<file path="src/design/swsp_div.sv">
// Pipelined restoring divider, one quotient bit per stage, with a sideband.
// Uses no package items.
`default_nettype none

module swsp_div #(
   parameter int unsigned DW = 15,
   parameter int unsigned QW = 22,
   parameter int unsigned PW = 8
) (
   input  wire logic             clock,
   input  wire logic             reset,
   input  wire logic             adv,
   input  wire logic             in_valid,
   input  wire logic [DW+QW-1:0] in_num,
   input  wire logic [DW-1:0]    in_den,
   input  wire logic [PW-1:0]    in_side,
   output logic                  out_valid,
   output logic      [QW-1:0]    out_quo,
   output logic      [PW-1:0]    out_side
);

   localparam int unsigned RW = DW + QW;

   logic [RW-1:0] st_rem  [QW+1];
   logic [DW-1:0] st_den  [QW+1];
   logic [QW-1:0] st_quo  [QW+1];
   logic [PW-1:0] st_side [QW+1];
   logic          st_vld  [QW+1];

   assign st_rem[0]  = in_num;
   assign st_den[0]  = in_den;
   assign st_quo[0]  = '0;
   assign st_side[0] = in_side;
   assign st_vld[0]  = in_valid;

   for (genvar gi = 0; gi < QW; gi++) begin : g_stage
      logic [RW-1:0] dsh;
      logic          ge;
      logic [RW-1:0] rem_in;
      logic [RW-1:0] rem_ff;
      logic [DW-1:0] den_ff;
      logic [QW-1:0] quo_ff;
      logic [PW-1:0] side_ff;
      logic          vld_ff;

      // Compare against the divisor at this bit weight
      assign dsh    = {st_den[gi], {QW{1'b0}}} >> (gi + 1);
      assign ge     = st_rem[gi] >= dsh;
      assign rem_in = ge ? st_rem[gi] - dsh : st_rem[gi];

      always_ff @(posedge clock) begin
         if (reset) begin
            vld_ff <= 1'b0;
         end else if (adv) begin
            vld_ff <= st_vld[gi];
         end
      end

      always_ff @(posedge clock) begin
         if (adv) begin
            rem_ff  <= rem_in;
            den_ff  <= st_den[gi];
            quo_ff  <= {st_quo[gi][QW-2:0], ge};
            side_ff <= st_side[gi];
         end
      end

      assign st_rem[gi+1]  = rem_ff;
      assign st_den[gi+1]  = den_ff;
      assign st_quo[gi+1]  = quo_ff;
      assign st_side[gi+1] = side_ff;
      assign st_vld[gi+1]  = vld_ff;
   end

   assign out_valid = st_vld[QW];
   assign out_quo   = st_quo[QW];
   assign out_side  = st_side[QW];

endmodule

`default_nettype wire

</file>
<file path="config.mk">
export PLATFORM = sky130hd
export DESIGN_NAME = swsp_div
export DESIGN_NICKNAME = d
export VERILOG_FILES = /design/src/design/swsp_div.sv
export SDC_FILE = /design/constraint.sdc
export NUM_CORES = 2
export LEC_CHECK = 0
export BUFFER_PORTS_ARGS = -buffer_cell sky130_fd_sc_hd__buf_2
export CORE_MARGIN = 4
export CORE_UTILIZATION = 61
export CTS_BUF_LIST = sky130_fd_sc_hd__clkbuf_16
export DETAILED_ROUTE_END_ITERATION = 16
export PLACE_DENSITY = 0.87
export SETUP_SLACK_MARGIN = 0.02
export SLEW_MARGIN = 10
export SYNTH_ARGS = -nofsm -noshare
export SYNTH_HDL_FRONTEND = slang
export SYNTH_SLANG_ARGS = --single-unit
export TNS_END_PERCENT = 10
</file>
<file path="constraint.sdc">
create_clock -name clock -period 5.8 [get_ports clock]
set_input_delay 1.74 -clock clock [delete_from_list [all_inputs] [get_ports clock]]
set_output_delay 1.74 -clock clock [all_outputs]
set_load 0.05 [all_outputs]
</file>
==> insert_results.sql <==
INSERT INTO impl_metrics (metric_group, metric, value, unit) VALUES
('worst_setup_path', 'slowest_stage', 'nor4_1', ''),
('route', 'avgViaCountPerCell', '6.143', ''),
('placement', 'port-buffer-count', '94', ''),
('global_routing', 'grt_overflow_total', '0', ''),
('floorplan', 'row_count', '125', ''),
('status', 'status', 'completed', ''),
('route', 'wl', '152800', 'microns'),
('floorplan', 'pin_count', '95', ''),
('worst_setup_path', 'cells_traversed_along_the_worst_timing_path', 'ha_1, fa_1, nor2b_1, o21ai_0, a21boi_0, o211ai_1, o211a_1, nor4_1, nand3_1, xnor2_1', ''),
('finish', 'drive_above_1_share', '8.750', '%'),
('yosys', 'synth_xor_area_share', '5.356', '%'),
('yosys', 'synth_simple_gate_area_share', '10.12', '%'),
('floorplan', 'floorplan.die.width', '350.3', 'microns'),
('job', 'max_cap_violations', '0', ''),
('floorplan', 'dieArea', '122700', 'sq um'),
('yosys', 'unique_cell_type_count_in_the_yosys_netlist', '91', ''),
('power', 'power.share.combinational', '27.3', '%'),
('yosys', 'netlist_area', '71470', 'sq um'),
('yosys', 'asyncSetResetFlopFracSynth', '0', '%'),
('power', 'power.share.switching', '31.70', '%'),
('clocking', 'tritoncts_clock_tree', 'done', ''),
('timing', 'timing.max_slew.rel_slack', '15.34', '%'),
('finish', 'fin_nets', '6048', ''),
('clocking', 'cts_post_setup_buffers_inserted', '0', ''),
('route', 'detailedRoute.firstPassIterationCount', '8', ''),
('timing', 'rsz0062_at_grt', 'no', ''),
('power', 'cell_internal_power', '24.15', 'mW'),
('finish', 'fillerInstances', '7312', ''),
('timing', 'setup_viol', '0', ''),
('worst_setup_path', 'cp_max_fo', '28', ''),
('finish', 'fin_area', '79110', 'sq um'),
('yosys', 'synth_seq_area_share', '64.53', '%'),
('worst_hold_path', 'worst_hold_path_class', 'reg2reg', ''),
('finish', 'final_core_util', '68.08', '%'),
('finish', 'insertedDiodeCount', '0', ''),
('power', 'power_switching', '11.21', 'mW'),
('finish', 'multi_input_comb_area', '23510', 'sq um'),
('global_routing', 'grt_max_degree', '144', ''),
('global_routing', 'grt_usage', '24.85', '%'),
('floorplan', 'placeableCoreArea', '116200', 'sq um'),
('worst_setup_path', 'endpoint_kind_of_the_worst_setup_timing_path', 'register', ''),
('clocking', 'clkTransAtPathRegs', '60', 'ps'),
('yosys', 'synth_warnings', '0', ''),
('power', 'sequentialPowerShare', '45.2', '%'),
('yosys', 'yosys_register_bits', '1543', ''),
('clocking', 'post_cts_resize_count', '0', ''),
('placement', 'place.gp.congestion', '0.9377', ''),
('worst_setup_path', 'worst_setup_path_start_kind', 'register', ''),
('clocking', 'clock_tree.htree_level_count', '4', ''),
('worst_setup_path', 'worstSetupPathType', 'reg2reg', ''),
('yosys', 'synthTopCellsByCount', 'edfxtp_1 (1521), inv_1 (424), nor2_1 (391)', ''),
('floorplan', 'start_util', '61.50', '%'),
('yosys', 'postSynthAreaPerCell', '13.18', 'sq um'),
('yosys', 'ys_top_cells_by_area', 'edfxtp_1 (64%), ha_1 (5.8%), xnor2_1 (2.8%)', ''),
('clocking', 'ctsRootBufferMaster', 'clkbuf_16', ''),
('finish', 'syn2layout_area_growth', '10.70', '%'),
('route', 'drc_errors', '0', ''),
('timing', 'fin_worst_hold_slack', '410.6', 'ps'),
('global_routing', 'first_pass_grt_wire_length', '240500', 'microns'),
('yosys', 'synthFlopType', 'edfxtp_1', ''),
('power', 'power.density_cell_area', '447.0', 'nW/um^2'),
('yosys', 'synth_edf_count', '1521', ''),
('route', 'avgRoutedWirePerCell', '20.98', 'microns'),
('yosys', 'netlist_instances', '5424', ''),
('finish', 'seq_area', '46110', 'sq um'),
('route', 'drt_iter0_markers', '4277', ''),
('worst_setup_path', 'worst_ep_required_time', '6310', 'ps'),
('yosys', 'synth_mux_area_share', '1.700', '%'),
('global_routing', 'first_global_vias', '45960', ''),
('clocking', 'number_of_buffers_created_by_cts', '155', ''),
('power', 'vdd.ir_drop.worst', '373.2', 'uV');
## flip-flops by register name, indices dropped and copies added (netlist names)
register	cells
g_stage.vld_ff	21
out_valid	1
g_stage.rem_ff	777
out_side	8
out_quo	22
g_stage.side_ff	168
g_stage.quo_ff	231
g_stage.den_ff	315
## cells in the final DEF, fill, tap and decap left out, drive strengths merged, types with 17 or more instances in the layout
cell / Yosys / final
or3: 52 / 52
nor2b: 62 / 62
nand4: 52 / 52
nor2: 391 / 391
nand2b: 66 / 66
clkinv: 1 / 79
clkbuf: 70 / 155
nor4: 106 / 106
nand3: 73 / 73
nand3b: 20 / 20
nand2: 322 / 322
a211oi: 32 / 32
o31a: 27 / 27
nand4b: 17 / 17
o21bai: 19 / 19
mux2: 83 / 83
mux2i: 28 / 28
inv: 426 / 465
o21a: 65 / 65
xnor2: 225 / 225
o31ai: 35 / 35
a21oi: 304 / 304
a31oi: 30 / 30
or4: 30 / 30
edfxtp: 1521 / 1521
dfxtp: 22 / 22
ha: 330 / 330
and3: 24 / 24
fa: 21 / 21
xor2: 212 / 212
a21o: 100 / 100
nor4b: 25 / 25
nor3: 115 / 115
buf: 16 / 138
o211ai: 22 / 22
o21ai: 284 / 284
## layout make-up
| type | count | share of cell area (%) |
|---|---|---|
| Clock buffer | 155 | 4.903 |
| Multi-Input combinational cell | 3368 | 29.72 |
| Clock inverter | 129 | 1.428 |
| Tap cell | 1524 | 2.410 |
| Inverter | 427 | 2.026 |
| Sequential cell | 1543 | 58.29 |
| Timing Repair Buffer | 138 | 1.221 |
## metrics by stage
step	setup slack [ps]	power, mW	instances
2_1_floorplan	1122	22.74	5424
3_3_place_gp	826.4	24.87	7000
3_5_place_dp	864.9	25.44	7000
4_1_cts	1432	35.30	7284
5_1_grt	959.8	37.10	7284
6_report	1372	35.36	7284
## worst paths after layout
check / start / end / cells after the start
max: g_stage[13].den_ff[0] / g_stage[14].rem_ff[31] / 10
min: g_stage[20].quo_ff[5] / out_quo[6] / 0
max reg2reg: g_stage[13].den_ff[0] / g_stage[14].rem_ff[31] / 10
min reg2reg: g_stage[20].quo_ff[5] / out_quo[6] / 0
## cell families (layout without fill, tap and decap cells)
kind of cell,after synthesis,after routing
compound gates,1040,1040
xor+xnor,437,437
fa+ha+maj,351,351
buf+inv,513,849
flops,1543,1543
mux,111,111
simple gates,1429,1429
## per-layer routing
layer  global-route usage [%]  part of all wire (%)
met4                    18.04                   8.1
met2                    46.24                    53
met1                    25.10                    33
met5                        0                     0
met3                    4.006                   5.4
## critical path, delay by kind of cell (launching register included)
kind                     cells  cell delay (ps)
AND/OR/NAND/NOR              3             1240
AO/OA/AOI/OAI                4             1600
XOR/XNOR                     1              180
adder cells (fa/ha/maj)      2              710
flip-flops                   1              420
## power by group through the flow
stage | logic [mW] | clock network, mW | registers, mW
after floorplan | 7.08 | 0 | 15.7
after global placement | 8.84 | 0 | 16.0
after detailed placement | 9.30 | 0 | 16.1
after CTS | 9.49 | 9.87 | 15.9
after global routing | 10.6 | 10.4 | 16.1
final | 9.65 | 9.73 | 16.0
No activity file was read; power rests on OpenSTA's default activity.
